## config.mk

```make
export PLATFORM = sky130hd
export DESIGN_NAME = multitap_text_entry_editor
export DESIGN_NICKNAME = d
export VERILOG_FILES = /design/src/rtl/core/mtte_pkg.sv /design/src/rtl/core/multitap_text_entry_editor.sv /design/src/rtl/core/mtte_ram.sv /design/src/rtl/core/mtte_ctrl.sv /design/src/rtl/core/mtte_dp.sv
export SDC_FILE = /design/constraint.sdc
export NUM_CORES = 1
export LEC_CHECK = 0
export ABC_AREA = 1
export BUFFER_PORTS_ARGS = -buffer_cell sky130_fd_sc_hd__clkbuf_2
export CAP_MARGIN = 15
export CELL_PAD_IN_SITES_DETAIL_PLACEMENT = 0
export CELL_PAD_IN_SITES_GLOBAL_PLACEMENT = 1
export CORE_ASPECT_RATIO = 1.75
export CORE_MARGIN = 5
export CORE_UTILIZATION = 50
export CTS_CLUSTER_DIAMETER = 30
export CTS_CLUSTER_SIZE = 25
export DETAILED_ROUTE_END_ITERATION = 10
export PLACE_DENSITY = 0.78
export SYNTH_ARGS = -nofsm -noshare
export SYNTH_HDL_FRONTEND = slang
export SYNTH_SLANG_ARGS = --single-unit
```

## constraint.sdc

```tcl
create_clock -name clk_i -period 12.3 [get_ports clk_i]
set_input_delay 2.46 -clock clk_i [delete_from_list [all_inputs] [get_ports clk_i]]
set_output_delay 2.46 -clock clk_i [all_outputs]
set_load 0.01 [all_outputs]
```

## src/rtl/core/mtte_pkg.sv

```systemverilog
// shared types, codes and key tables for the multi-tap text entry editor
package mtte_pkg;

  localparam int unsigned TEXT_CAPACITY_DEF = 45;

  // operation codes of an input item
  localparam logic [1:0] OP_PRESS  = 2'd0;
  localparam logic [1:0] OP_COMMIT = 2'd1;

  // editing keys sit in column 3
  localparam logic [1:0] COL_EDIT  = 2'd3;
  localparam logic [1:0] ROW_LEFT  = 2'd0;
  localparam logic [1:0] ROW_BKSP  = 2'd1;
  localparam logic [1:0] ROW_CLEAR = 2'd2;
  localparam logic [1:0] ROW_RIGHT = 2'd3;

  typedef struct packed {
    logic [1:0] opcode;
    logic [1:0] key_row;
    logic [1:0] key_col;
    logic [5:0] read_index;
  } in_item_t;

  typedef struct packed {
    logic [7:0] read_char;
    logic [5:0] cursor_pos;
    logic [5:0] char_count;
    logic       pending_flag;
    logic [1:0] pending_choice;
  } out_item_t;

  typedef enum logic [2:0] {
    ACT_NONE,
    ACT_CYCLE,
    ACT_INSERT,
    ACT_BKSP,
    ACT_LEFT,
    ACT_RIGHT,
    ACT_CLEAR
  } act_e;

  typedef enum logic [2:0] {
    ST_IDLE,
    ST_DECODE,
    ST_SHIFT_UP,
    ST_INSERT,
    ST_SHIFT_DN,
    ST_READ,
    ST_RESULT
  } ctl_state_e;

  typedef struct packed {
    logic load;
    logic apply;
    logic step_up;
    logic step_dn;
    logic ins_wr;
    logic bk_fin;
    logic rd_issue;
    logic res_load;
  } ctl_cmd_t;

  // up_done and dn_done: the shift pointer has issued its last move
  // mv_busy: a move is still waiting for its ram write
  typedef struct packed {
    act_e act;
    logic up_done;
    logic dn_done;
    logic mv_busy;
    logic res_free;
  } dp_status_t;

  // letters of a key, first letter in the top byte; key = row*4 + col
  function automatic logic [31:0] key_letters(logic [3:0] key);
    logic [31:0] row;
    case (key)
      4'd0:    row = {"1", 24'h0};
      4'd1:    row = "abc2";
      4'd2:    row = "def3";
      4'd4:    row = "ghi4";
      4'd5:    row = "jkl5";
      4'd6:    row = "mno6";
      4'd8:    row = "prs7";
      4'd9:    row = "tuv8";
      4'd10:   row = "wxy9";
      4'd12:   row = {"*", 24'h0};
      4'd13:   row = {" 0", 16'h0};
      4'd14:   row = {"#", 24'h0};
      default: row = 32'h0;
    endcase
    return row;
  endfunction

  function automatic logic [7:0] key_char(logic [3:0] key, logic [1:0] sel);
    logic [31:0] row;
    row = key_letters(key);
    return row[{~sel, 3'b000} +: 8];
  endfunction

  function automatic logic [2:0] key_len(logic [3:0] key);
    logic [2:0] len;
    case (key)
      4'd0, 4'd12, 4'd14:                  len = 3'd1;
      4'd13:                               len = 3'd2;
      4'd1, 4'd2, 4'd4, 4'd5, 4'd6,
      4'd8, 4'd9, 4'd10:                   len = 3'd4;
      default:                             len = 3'd0;
    endcase
    return len;
  endfunction

endpackage

```

## src/rtl/core/multitap_text_entry_editor.sv

```systemverilog
// multi-tap keypad text entry editor, top level
// sequence: decode, then a tail shift up and the letter write for an insert, or a tail shift
//   down for a backspace; every item ends with the read and the result load
// items are taken one at a time, a new one only after the last has loaded its result;
//   the tail shift moves one character per cycle through the single ram write port
// reset: asynchronous, clears cursor, count, pending letter and handshake state;
//   text ram is not swept, entries at or past the count read as zero
module multitap_text_entry_editor #(
  parameter int unsigned TextCapacity = mtte_pkg::TEXT_CAPACITY_DEF
) (
  input  logic                clk_i,
  input  logic                rst_ni,
  // input item channel
  input  logic                in_valid_i,
  output logic                in_stall_o,
  input  mtte_pkg::in_item_t  in_data_i,
  // result item channel
  output logic                out_valid_o,
  input  logic                out_stall_i,
  output mtte_pkg::out_item_t out_data_o
);
  import mtte_pkg::*;

  // command and status between the sequencer and the datapath
  ctl_cmd_t   cmd;
  dp_status_t status;

  // sequencer: takes one item at a time, walks the shift loop, then
  // issues the read for the reported character and loads the result
  mtte_ctrl u_ctrl (
    .clk_i      (clk_i),
    .rst_ni     (rst_ni),
    .in_valid_i (in_valid_i),
    .in_stall_o (in_stall_o),
    .status_i   (status),
    .cmd_o      (cmd)
  );

  // datapath: cursor, count, pending letter, text ram and the result
  // register, which lets a finished item wait while the next one is taken
  mtte_dp #(
    .TextCapacity (TextCapacity)
  ) u_dp (
    .clk_i       (clk_i),
    .rst_ni      (rst_ni),
    .in_data_i   (in_data_i),
    .cmd_i       (cmd),
    .status_o    (status),
    .out_valid_o (out_valid_o),
    .out_stall_i (out_stall_i),
    .out_data_o  (out_data_o)
  );

endmodule

```

## src/rtl/core/mtte_ram.sv

```systemverilog
// generic single-write, single-read ram with registered read data
module mtte_ram #(
  parameter int unsigned Width = 8,
  parameter int unsigned Depth = 45
) (
  input  logic                     clk_i,
  input  logic                     we_i,
  input  logic [$clog2(Depth)-1:0] waddr_i,
  input  logic [Width-1:0]         wdata_i,
  input  logic                     re_i,
  input  logic [$clog2(Depth)-1:0] raddr_i,
  output logic [Width-1:0]         rdata_o
);

  logic [Width-1:0] mem_q [Depth];
  logic [Width-1:0] rdata_q;

  always_ff @(posedge clk_i) begin
    if (we_i) begin
      mem_q[waddr_i] <= wdata_i;
    end
    if (re_i) begin
      rdata_q <= mem_q[raddr_i];
    end
  end

  assign rdata_o = rdata_q;

endmodule

```

## src/rtl/core/mtte_ctrl.sv

```systemverilog
// controller state machine: sequences decode, shift, insert, read and result
module mtte_ctrl (
  input  logic                 clk_i,
  input  logic                 rst_ni,
  input  logic                 in_valid_i,
  output logic                 in_stall_o,
  input  mtte_pkg::dp_status_t status_i,
  output mtte_pkg::ctl_cmd_t   cmd_o
);
  import mtte_pkg::*;

  ctl_state_e state_q, state_d;

  always_ff @(posedge clk_i or negedge rst_ni) begin
    if (!rst_ni) begin
      state_q <= ST_IDLE;
    end else begin
      state_q <= state_d;
    end
  end

  // next state
  always_comb begin
    state_d = state_q;
    unique case (state_q)
      ST_IDLE: begin
        if (in_valid_i) state_d = ST_DECODE;
      end
      ST_DECODE: begin
        if (status_i.act == ACT_INSERT) begin
          state_d = ST_SHIFT_UP;
        end else if (status_i.act == ACT_BKSP) begin
          state_d = ST_SHIFT_DN;
        end else begin
          state_d = ST_READ;
        end
      end
      ST_SHIFT_UP: begin
        if (status_i.up_done && !status_i.mv_busy) state_d = ST_INSERT;
      end
      ST_INSERT: state_d = ST_READ;
      ST_SHIFT_DN: begin
        if (status_i.dn_done && !status_i.mv_busy) state_d = ST_READ;
      end
      ST_READ: state_d = ST_RESULT;
      ST_RESULT: begin
        if (status_i.res_free) state_d = ST_IDLE;
      end
      default: state_d = ST_IDLE;
    endcase
  end

  // outputs
  always_comb begin
    cmd_o      = '0;
    in_stall_o = 1'b1;
    unique case (state_q)
      ST_IDLE: begin
        in_stall_o = 1'b0;
        cmd_o.load = in_valid_i;
      end
      ST_DECODE:   cmd_o.apply    = 1'b1;
      ST_SHIFT_UP: cmd_o.step_up  = !status_i.up_done;
      ST_INSERT:   cmd_o.ins_wr   = 1'b1;
      ST_SHIFT_DN: begin
        cmd_o.step_dn = !status_i.dn_done;
        cmd_o.bk_fin  = status_i.dn_done && !status_i.mv_busy;
      end
      ST_READ:     cmd_o.rd_issue = 1'b1;
      ST_RESULT:   cmd_o.res_load = status_i.res_free;
      default:     cmd_o          = '0;
    endcase
  end

endmodule

```

## src/rtl/core/mtte_dp.sv

```systemverilog
// datapath: editor state, text ram, shift pointer and result register
module mtte_dp #(
  parameter int unsigned TextCapacity = mtte_pkg::TEXT_CAPACITY_DEF
) (
  input  logic                 clk_i,
  input  logic                 rst_ni,
  input  mtte_pkg::in_item_t   in_data_i,
  input  mtte_pkg::ctl_cmd_t   cmd_i,
  output mtte_pkg::dp_status_t status_o,
  output logic                 out_valid_o,
  input  logic                 out_stall_i,
  output mtte_pkg::out_item_t  out_data_o
);
  import mtte_pkg::*;

  localparam int unsigned CntW = $clog2(TextCapacity);

  in_item_t   item_q;
  logic [CntW-1:0] cursor_q, cursor_d;
  logic [CntW-1:0] count_q, count_d;
  logic [CntW-1:0] ptr_q, ptr_d;
  logic            pend_valid_q, pend_valid_d;
  logic [3:0]      pend_key_q, pend_key_d;
  logic [1:0]      choice_q, choice_d;
  logic            mv_q, mv_d;
  logic [CntW-1:0] mv_dst_q, mv_dst_d;
  logic            out_valid_q, out_valid_d;
  out_item_t       out_q;

  logic [3:0]      key;
  logic [2:0]      len;
  logic [2:0]      pend_len;
  logic [1:0]      choice_nx;
  logic            same_key;
  logic            full;
  logic            commit;
  act_e            act;

  logic            ram_we;
  logic [CntW-1:0] ram_waddr;
  logic [7:0]      ram_wdata;
  logic            ram_re;
  logic [CntW-1:0] ram_raddr;
  logic [7:0]      ram_rdata;

  assign key       = {item_q.key_row, item_q.key_col};
  assign len       = key_len(key);
  assign pend_len  = key_len(pend_key_q);
  assign same_key  = pend_valid_q && (pend_key_q == key);
  assign full      = (32'(count_q) + 32'd1) >= 32'(TextCapacity);
  assign choice_nx = ((3'(choice_q) + 3'd1) >= pend_len) ? 2'd0 : choice_q + 2'd1;

  always_comb begin
    act = ACT_NONE;
    if (item_q.opcode == OP_PRESS) begin
      if (same_key) begin
        act = ACT_CYCLE;
      end else if (item_q.key_col == COL_EDIT) begin
        unique case (item_q.key_row)
          ROW_LEFT:  act = ACT_LEFT;
          ROW_BKSP:  act = (cursor_q != '0) ? ACT_BKSP : ACT_NONE;
          ROW_CLEAR: act = ACT_CLEAR;
          ROW_RIGHT: act = ACT_RIGHT;
          default:   act = ACT_NONE;
        endcase
      end else if (!full && len != 3'd0) begin
        act = ACT_INSERT;
      end
    end
  end

  assign commit = (item_q.opcode == OP_COMMIT) ||
                  ((item_q.opcode == OP_PRESS) && (act != ACT_CYCLE));

  always_comb begin
    cursor_d     = cursor_q;
    count_d      = count_q;
    ptr_d        = ptr_q;
    pend_valid_d = pend_valid_q;
    pend_key_d   = pend_key_q;
    choice_d     = choice_q;
    mv_d         = 1'b0;
    mv_dst_d     = mv_dst_q;
    if (cmd_i.apply) begin
      if (commit) begin
        pend_valid_d = 1'b0;
        pend_key_d   = '0;
        choice_d     = '0;
      end
      unique case (act)
        ACT_CYCLE: choice_d = choice_nx;
        ACT_LEFT: begin
          if (cursor_q != '0) cursor_d = cursor_q - 1'b1;
        end
        ACT_RIGHT: begin
          if (cursor_q < count_q) cursor_d = cursor_q + 1'b1;
        end
        ACT_CLEAR: begin
          cursor_d = '0;
          count_d  = '0;
        end
        ACT_BKSP: begin
          cursor_d = cursor_q - 1'b1;
          ptr_d    = cursor_q - 1'b1;
        end
        ACT_INSERT: begin
          ptr_d = count_q;
          if (len >= 3'd2) begin
            pend_valid_d = 1'b1;
            pend_key_d   = key;
          end
        end
        default: ;
      endcase
    end
    if (cmd_i.step_up) begin
      ptr_d    = ptr_q - 1'b1;
      mv_d     = 1'b1;
      mv_dst_d = ptr_q;
    end
    if (cmd_i.step_dn) begin
      ptr_d    = ptr_q + 1'b1;
      mv_d     = 1'b1;
      mv_dst_d = ptr_q;
    end
    if (cmd_i.ins_wr) begin
      cursor_d = cursor_q + 1'b1;
      count_d  = count_q + 1'b1;
    end
    if (cmd_i.bk_fin) begin
      count_d = count_q - 1'b1;
    end
  end

  // one ram write per cycle: a move in flight, a cycled letter or an inserted one
  always_comb begin
    ram_we    = 1'b0;
    ram_waddr = mv_dst_q;
    ram_wdata = ram_rdata;
    if (mv_q) begin
      ram_we = 1'b1;
    end else if (cmd_i.apply && act == ACT_CYCLE) begin
      ram_we    = 1'b1;
      ram_waddr = cursor_q - 1'b1;
      ram_wdata = key_char(pend_key_q, choice_nx);
    end else if (cmd_i.ins_wr) begin
      ram_we    = 1'b1;
      ram_waddr = cursor_q;
      ram_wdata = key_char(key, 2'd0);
    end
  end

  always_comb begin
    ram_re    = cmd_i.step_up || cmd_i.step_dn || cmd_i.rd_issue;
    ram_raddr = CntW'(item_q.read_index);
    if (cmd_i.step_up) begin
      ram_raddr = ptr_q - 1'b1;
    end else if (cmd_i.step_dn) begin
      ram_raddr = ptr_q + 1'b1;
    end
  end

  mtte_ram #(
    .Width (8),
    .Depth (TextCapacity)
  ) u_text_ram (
    .clk_i   (clk_i),
    .we_i    (ram_we),
    .waddr_i (ram_waddr),
    .wdata_i (ram_wdata),
    .re_i    (ram_re),
    .raddr_i (ram_raddr),
    .rdata_o (ram_rdata)
  );

  assign out_valid_d = cmd_i.res_load ? 1'b1 : (out_valid_q && out_stall_i);

  always_ff @(posedge clk_i or negedge rst_ni) begin
    if (!rst_ni) begin
      cursor_q     <= '0;
      count_q      <= '0;
      ptr_q        <= '0;
      pend_valid_q <= 1'b0;
      pend_key_q   <= '0;
      choice_q     <= '0;
      mv_q         <= 1'b0;
      out_valid_q  <= 1'b0;
    end else begin
      cursor_q     <= cursor_d;
      count_q      <= count_d;
      ptr_q        <= ptr_d;
      pend_valid_q <= pend_valid_d;
      pend_key_q   <= pend_key_d;
      choice_q     <= choice_d;
      mv_q         <= mv_d;
      out_valid_q  <= out_valid_d;
    end
  end

  always_ff @(posedge clk_i) begin
    mv_dst_q <= mv_dst_d;
    if (cmd_i.load) begin
      item_q <= in_data_i;
    end
    if (cmd_i.res_load) begin
      // entries at or past the count are stale and read as zero
      out_q.read_char      <= (32'(item_q.read_index) < 32'(count_q)) ? ram_rdata : 8'd0;
      out_q.cursor_pos     <= 6'(cursor_q);
      out_q.char_count     <= 6'(count_q);
      out_q.pending_flag   <= pend_valid_q;
      out_q.pending_choice <= pend_valid_q ? choice_q : 2'd0;
    end
  end

  assign status_o.act      = act;
  assign status_o.up_done  = (ptr_q == cursor_q);
  assign status_o.dn_done  = (32'(ptr_q) + 32'd1) >= 32'(count_q);
  assign status_o.mv_busy  = mv_q;
  assign status_o.res_free = !out_valid_q || !out_stall_i;

  assign out_valid_o = out_valid_q;
  assign out_data_o  = out_q;

`ifndef ASSERT_OFF
  a_cursor_in_text: assert property (@(posedge clk_i) disable iff (!rst_ni)
    cursor_q <= count_q)
    else $error("cursor beyond text end");

  a_count_below_cap: assert property (@(posedge clk_i) disable iff (!rst_ni)
    32'(count_q) < 32'(TextCapacity))
    else $error("count reached capacity");

  a_pending_has_char: assert property (@(posedge clk_i) disable iff (!rst_ni)
    (cmd_i.load && pend_valid_q) |-> (cursor_q != '0))
    else $error("pending letter with cursor at start");

  a_move_lands: assert property (@(posedge clk_i) disable iff (!rst_ni)
    (cmd_i.step_up || cmd_i.step_dn) |=> (mv_q && ram_we))
    else $error("shift move did not write");
`endif

endmodule
```

==> flow_metrics.env, run 1 <==
export IMPL_status="finished, final reports clean"
export IMPL_worstHoldStart="u_dp.cursor_q[5]"
export IMPL_dieWidth_um=166
export IMPL_insertion_delay_ns=0.60
export IMPL_syn_inst=2118
export IMPL_synth_nets=2170
export IMPL_cts_tree="done"
export IMPL_fin_worst_skew_ns=0.0262
export IMPL_arrival_ns=6.63
export IMPL_grt_pass1_vias=15688
export IMPL_r2r_setup_slack_ns=6.01
export IMPL_hpwl_um=38900
export IMPL_clock_sinks=448
export IMPL_cp_required_ns=12.64
export IMPL_final_common_cell="edfxtp_1"
export IMPL_fin_nets=2201
export IMPL_yosys_most_used_dff="edfxtp_1"
export IMPL_final_cell_mix="edfxtp_1 (409), nand2_1 (367), nand3_1 (320)"
export IMPL_yosysSeqAreaShare_pct=61.8
export IMPL_dieArea_sq_um=47100
export IMPL_syn_cell_area_sq_um=21400
export IMPL_cp_end_kind="register"
export IMPL_clockBufferDepth=3
export IMPL_crit_path_cell_trace="ha_1 -> nand2_1 -> inv_1 -> nand2_1 -> xor2_1 -> inv_1 -> ha_1 -> a21o_1 -> a21oi_1 -> nand4_4 -> nand2_2 -> nand2_4 -> nand2_4 -> buf_4 -> nand2_1 -> nand3_1 -> nand3_1 -> nand3_1 -> nand3_1 -> nand3_1 -> nand2_1"
export IMPL_cts_root_buf="clkbuf_16"
export IMPL_yosys_area_share_simple_pct=21.2
export IMPL_dr_first_iter_drc_count=1362
export IMPL_synth_seq_cells=448
export IMPL_drc=0
export IMPL_hold_viol_final=0
export IMPL_met3_usage_pct=3.68
export IMPL_postCtsSetupBuffers=0
export IMPL_muxShareOfSynthArea_pct=0
export IMPL_post_route_cells_drive_above_1_share_pct=9.97
export IMPL_gr_max_usage_layer="met2"
export IMPL_powerDensity_nw_per_um2=302
export IMPL_area_delta_synth_final_pct=14.2
export IMPL_reg2reg_from="u_dp.ptr_q[0]"
export IMPL_period_share_pct=51.1
export IMPL_rows=100
export IMPL_worstMarginPinSlew_ns=1.17
export IMPL_grt_use_met1_pct=26.9
export IMPL_synth_xor_area_share_pct=0.861
export IMPL_crit_path_max_fanout=105
export IMPL_setup_violations_final=0
export IMPL_io_pins=41
export IMPL_fmax_ghz=0.159
export IMPL_synth_cell_types=48
export IMPL_grt_max_degree=106
export IMPL_final_antenna_net_count=0
export IMPL_viasPerCell=5.65
export IMPL_antenna_cells=0
export IMPL_grt_use_met2_pct=45.8
export IMPL_start_util_pct=50.4
export IMPL_synth_top_area_share_pct=57.5
export IMPL_synthAdderAreaFrac_pct=2.11
export IMPL_cts_repair_resize_count=0
export IMPL_synth_edf_count=409
export IMPL_cts_made_buffers=71
export IMPL_grt_overflow_total=0
export IMPL_period_minus_slack_ns=6.29
export IMPL_first_pass_iters=5
export IMPL_coreArea_sq_um=42400
export IMPL_ir_worst_vdd_uv=172
export IMPL_antenna_found_initial=0
export IMPL_fill_cells=3614
export IMPL_max_cap_viol_count=0
export IMPL_crit_type="register to register"
export IMPL_die_y_um=284
export IMPL_yosys_area_top_type="edfxtp_1"
export IMPL_clkTransAtPathRegs_ns=0.05
export IMPL_grt_usage_pct=24.9
export IMPL_hold_path_end="u_dp.out_data_o[14]"
export IMPL_wl_um=59700
export IMPL_cp_startpoint="u_dp.ptr_q[0]"
export IMPL_port_buffers=40
export IMPL_rsz0062_at_grt="false"
export IMPL_synth_top_family_by_area="simple AND/OR/NAND/NOR gates"
export IMPL_holdBufCountCts=0
export IMPL_reg2reg_depth=21
export IMPL_crit_path_top_delay_cell="buf_4"
export IMPL_cts_max_level=3
export IMPL_tns_ns=0
export IMPL_ys_warn_count=0
export IMPL_grt_pass1_wl_um=90800
export IMPL_slowest_delay_ns=0.98
export IMPL_place_area_sq_um=22000
export IMPL_fin_area_sq_um=24400
export IMPL_wl_per_cell_um=21.6
export IMPL_path_common_cell="nand3_1"
export IMPL_power_leakage_nw=9.77
export IMPL_routabilityCongestion=0.900
export IMPL_start_kind="register"
export IMPL_r2r_end="u_dp.u_text_ram.rdata_o[1]"
export IMPL_num_vias=15645
export IMPL_synth_async_reset_ratio_pct=6.70
export IMPL_slew_violations=0
export IMPL_yosys_top_cells_area="edfxtp_1 (57%), nand3_1 (7.5%), nand2_1 (6.4%)"
export IMPL_holdPathStages=0
export IMPL_hold_class="register to register"
export IMPL_relSlewSlack_pct=22.3
export IMPL_synth_compound_area_share_pct=6.61
export IMPL_avgSynthCellArea_sq_um=10.1
==> cell type report <==
cell class,count,area [sq um],area share [%]
Sequential cell,448,13200,54.2
Multi-Input combinational cell,1292,6700,27.4
Clock buffer,81,1860,7.60
Inverter,274,1030,4.22
Tap cell,561,702,2.88
Clock inverter,49,539,2.21
Timing Repair Buffer,62,365,1.50
==> kinds of logic (layout without fill, tap and decap cells) <==
family / count (synthesis) / after routing
compound gates: 250 / 250
xor+xnor: 21 / 21
fa+ha+maj: 36 / 36
buf+inv: 378 / 466
flops: 448 / 448
simple gates: 985 / 985
==> layer usage <==
layer	share of wire [%]	up-vias
li1	-	7332
met1	36	7587
met2	53	524
met3	4.6	202
met4	6.3	0
met5	0	-
==> worst max-delay path: cells and delay by family (launching register included) <==
family | cells | cell delay, ns
flip-flops | 1 | 0.53
AO/OA/AOI/OAI | 2 | 0.42
adder cells (fa/ha/maj) | 2 | 0.48
XOR/XNOR | 1 | 0.18
buffers and inverters | 3 | 1.13
AND/OR/NAND/NOR | 13 | 3.09
==> registers in the layout (all words and copies together) (netlist names), 2 cells and up, named ones only <==
register                 flops
u_ctrl.state_q               3
u_dp.choice_q                2
u_dp.count_q                 6
u_dp.cursor_q                6
u_dp.item_q                 12
u_dp.len                     3
u_dp.mv_dst_q                6
u_dp.out_data_o             23
u_dp.pend_key_q              4
u_dp.ptr_q                   6
u_dp.u_text_ram.mem_q      360
u_dp.u_text_ram.rdata_o      8
==> synthesized netlist by cell type (6+ instances only) <==
library cell  number
clkbuf_1          23
o21ai_0           96
inv_2              7
nand2_1          367
dfxtp_1            9
dfrtp_1           30
buf_4             17
nor2_1           178
edfxtp_1         409
nor3_1            14
o22ai_1           27
o211ai_1          16
inv_1            267
nand3b_1          80
xor2_1            17
o21ai_1           31
o221ai_1           6
buf_2             59
ha_1              36
nand3_2            6
a21oi_1           52
nand3_1          320
==> report_power, final <==
group | switching [mW] | internal (mW) | total (mW) | leakage (nW)
Combinational | 2.30 | 0.819 | 3.11 | 4.48
Clock | 0.751 | 1.22 | 1.97 | 1.13
Sequential | 0.147 | 2.15 | 2.29 | 4.16
==> per-stage QoR <==
step | hold WS (ns) | cells | setup WS, ns | utilization, % | total power, mW
finish | 0.533 | 2767 | 6.01 | 57.5 | 7.37
detailed placement | 0.524 | 2637 | 6.13 | 51.9 | 5.42
CTS | 0.533 | 2767 | 6.10 | 57.5 | 7.40
floorplan | 0.420 | 2118 | 7.48 | - | 4.35
global placement | 0.530 | 2637 | 6.17 | 51.9 | 5.40
global route | 0.573 | 2767 | 5.57 | 57.5 | 7.78
==> worst max-delay path by stage <==
stage / to / slack (ns) / depth (start not counted)
after detailed placement: u_dp.u_text_ram.rdata_o[1] / 6.13 / 21
after floorplan: u_dp.u_text_ram.mem_q[0][4] / 7.48 / 15
after CTS: u_dp.u_text_ram.rdata_o[1] / 6.10 / 21
after global placement: u_dp.u_text_ram.rdata_o[1] / 6.17 / 21
final: u_dp.u_text_ram.rdata_o[1] / 6.01 / 21
after global routing: u_dp.u_text_ram.rdata_o[1] / 5.57 / 21
Power figures use the tool's default switching activity.
==> run 2: changes to the inputs <==
--- a/config.mk
+++ b/config.mk
@@ -12,11 +12,11 @@
 export CELL_PAD_IN_SITES_GLOBAL_PLACEMENT = 1
 export CORE_ASPECT_RATIO = 1.75
 export CORE_MARGIN = 5
-export CORE_UTILIZATION = 50
+export CORE_UTILIZATION = 45
 export CTS_CLUSTER_DIAMETER = 30
 export CTS_CLUSTER_SIZE = 25
 export DETAILED_ROUTE_END_ITERATION = 10
-export PLACE_DENSITY = 0.78
+export PLACE_DENSITY = 0.74
 export SYNTH_ARGS = -nofsm -noshare
 export SYNTH_HDL_FRONTEND = slang
 export SYNTH_SLANG_ARGS = --single-unit
==> constraint.sdc (replaced) <==
create_clock -name clk_i -period 5.4 [get_ports clk_i]
set_input_delay 1.08 -clock clk_i [delete_from_list [all_inputs] [get_ports clk_i]]
set_output_delay 1.08 -clock clk_i [all_outputs]
set_load 0.01 [all_outputs]
==> flow_metrics.env, run 2 (synthesis results as in run 1) <==
export IMPL_slew_violations=0
export IMPL_grt_usage_pct=23.3
export IMPL_crit_path_max_fanout=96
export IMPL_holdBufCountCts=0
export IMPL_rsz0062_at_grt="false"
export IMPL_fill_cells=4146
export IMPL_final_common_cell="edfxtp_1"
export IMPL_fin_worst_skew_ns=0.0335
export IMPL_insertion_delay_ns=0.60
export IMPL_wl_um=60700
export IMPL_fin_nets=2227
export IMPL_dr_first_iter_drc_count=1278
export IMPL_multi_input_area_sq_um=6700
export IMPL_clock_sinks=448
export IMPL_top_register="u_dp.u_text_ram.mem_q"
export IMPL_cts_tree="done"
export IMPL_period_share_pct=90.7
export IMPL_power_leakage_nw=9.95
export IMPL_antenna_cells=0
export IMPL_grt_overflow_total=0
export IMPL_fmax_ghz=0.204
export IMPL_grt_pass1_vias=15800
export IMPL_dieArea_sq_um=52100
export IMPL_wl_per_cell_um=21.5
export IMPL_cts_repair_resize_count=0
export IMPL_port_buffers=40
export IMPL_status="finished, final reports clean"
export IMPL_drc=0
export IMPL_final_antenna_net_count=0
export IMPL_crit_path_top_delay_cell="buf_4"
export IMPL_io_pins=41
export IMPL_coreArea_sq_um=47000
export IMPL_setup_violations_final=0
export IMPL_tns_ns=0
export IMPL_finalPower_mw=17.0
export IMPL_place_area_sq_um=22300
export IMPL_arrival_ns=5.36
export IMPL_slowest_delay_ns=0.84
export IMPL_grt_max_degree=122
export IMPL_ir_worst_vdd_uv=428
export IMPL_largest_reg_flops=360
export IMPL_antenna_found_initial=0
export IMPL_final_cell_mix="edfxtp_1 (409), nand2_1 (367), nand3_1 (320)"
export IMPL_area_delta_synth_final_pct=15.6
export IMPL_die_y_um=298
export IMPL_grt_pass1_wl_um=93700
export IMPL_routabilityCongestion=0.875
export IMPL_clockBufferDepth=3
export IMPL_crit_path_cell_trace="ha_1 -> nand2_1 -> inv_1 -> nand2_1 -> xor2_1 -> inv_1 -> ha_1 -> a21o_1 -> a21oi_1 -> nand4_4 -> nor2_2 -> inv_1 -> nand3_4 -> buf_4 -> o21ai_0 -> inv_1 -> o21ai_1 -> nand2_1 -> nand2_1 -> a21oi_1 -> nand2_1 -> nand2_1"
export IMPL_period_minus_slack_ns=4.90
export IMPL_clkTransAtPathRegs_ns=0.05
export IMPL_postCtsSetupBuffers=0
export IMPL_crit_type="register to register"
export IMPL_viasPerCell=5.55
export IMPL_cts_made_buffers=69
export IMPL_first_pass_iters=5
export IMPL_start_util_pct=45.4
export IMPL_cts_max_level=3
export IMPL_post_route_cells_drive_above_1_share_pct=11.2
export IMPL_dieWidth_um=175
export IMPL_seq_area_sq_um=13200
export IMPL_cts_root_buf="clkbuf_16"
export IMPL_rows=105
export IMPL_start_kind="register"
export IMPL_worstMarginPinSlew_ns=1.15
export IMPL_relSlewSlack_pct=23.2
export IMPL_fin_area_sq_um=24700
export IMPL_num_vias=15649
export IMPL_path_common_cell="nand2_1"
export IMPL_hpwl_um=40100
export IMPL_cp_end_kind="register"
export IMPL_max_cap_viol_count=0
export IMPL_powerDensity_nw_per_um2=689
export IMPL_hold_viol_final=0
export IMPL_hold_class="register to register"
export IMPL_cp_required_ns=5.86
[run 2: cell count changes in the layout (fill, tap and decap cells not counted), moves of 3 or more]
cell       delta
buf_4        +21
inv_6         +7
buf_12        +7
clkinv_4      -3
clkbuf_16     -3
[run 2: per-stage QoR]
step	utilization, %	instances	hold WS, ns	setup slack, ns
after floorplan	-	2118	0.420	0.584
after detailed placement	47.5	2692	0.548	0.569
after global routing	52.5	2819	0.572	0.184
final	52.5	2819	0.552	0.504
after global placement	47.5	2692	0.534	0.535
after CTS	52.5	2819	0.553	0.574
[run 2: area by class of cell]
class	instances	area share (%)
well taps	588	2.98
multi-input cells	1292	27.1
inverters	274	4.16
repair buffers	90	2.68
flip-flops and latches	448	53.5
clock inverters	52	2.50
clock buffers	75	7.12
[run 2: final timing paths]
path                                                    to  cells after the start  slack (ns)       startpoint
worst max-delay path            u_dp.u_text_ram.rdata_o[4]                     22        0.50    u_dp.ptr_q[0]
worst min-delay path                    u_dp.out_data_o[8]                      0        0.55  u_dp.count_q[5]
worst max register to register  u_dp.u_text_ram.rdata_o[4]                     22        0.50    u_dp.ptr_q[0]
worst min register to register          u_dp.out_data_o[8]                      0        0.55  u_dp.count_q[5]
max in group asynchronous               u_dp.pend_key_q[0]                      1        4.21           rst_ni
min in group asynchronous                  u_dp.count_q[2]                      1        0.62           rst_ni
[run 2: where the power goes]
part           leakage (nW)  internal (mW)  switching (mW)  total [mW]
clock network          1.13           2.77            1.73        4.50
registers              4.16           4.88           0.327        5.21
logic                  4.66           1.98            5.32        7.30
total                  9.95           9.64            7.38        17.0
[run 2: routing by layer]
metal	track usage (%)	wire (um)	part of all wire, %	vias up
met5	0	0	0	-
met4	13.5	3740	6.2	0
met3	3.17	2840	4.7	170
met2	43.3	32700	54	527
met1	25.1	21400	35	7570
li1	-	-	-	7382
[run 2: critical path: cells and delay by family, from the launching register on]
| family | cells | cell delay (ns) |
|---|---|---|
| AO/OA/AOI/OAI | 5 | 1.17 |
| XOR/XNOR | 1 | 0.17 |
| adder cells (fa/ha/maj) | 2 | 0.48 |
| buffers and inverters | 5 | 1.18 |
| flip-flops | 1 | 0.52 |
| AND/OR/NAND/NOR | 9 | 1.15 |
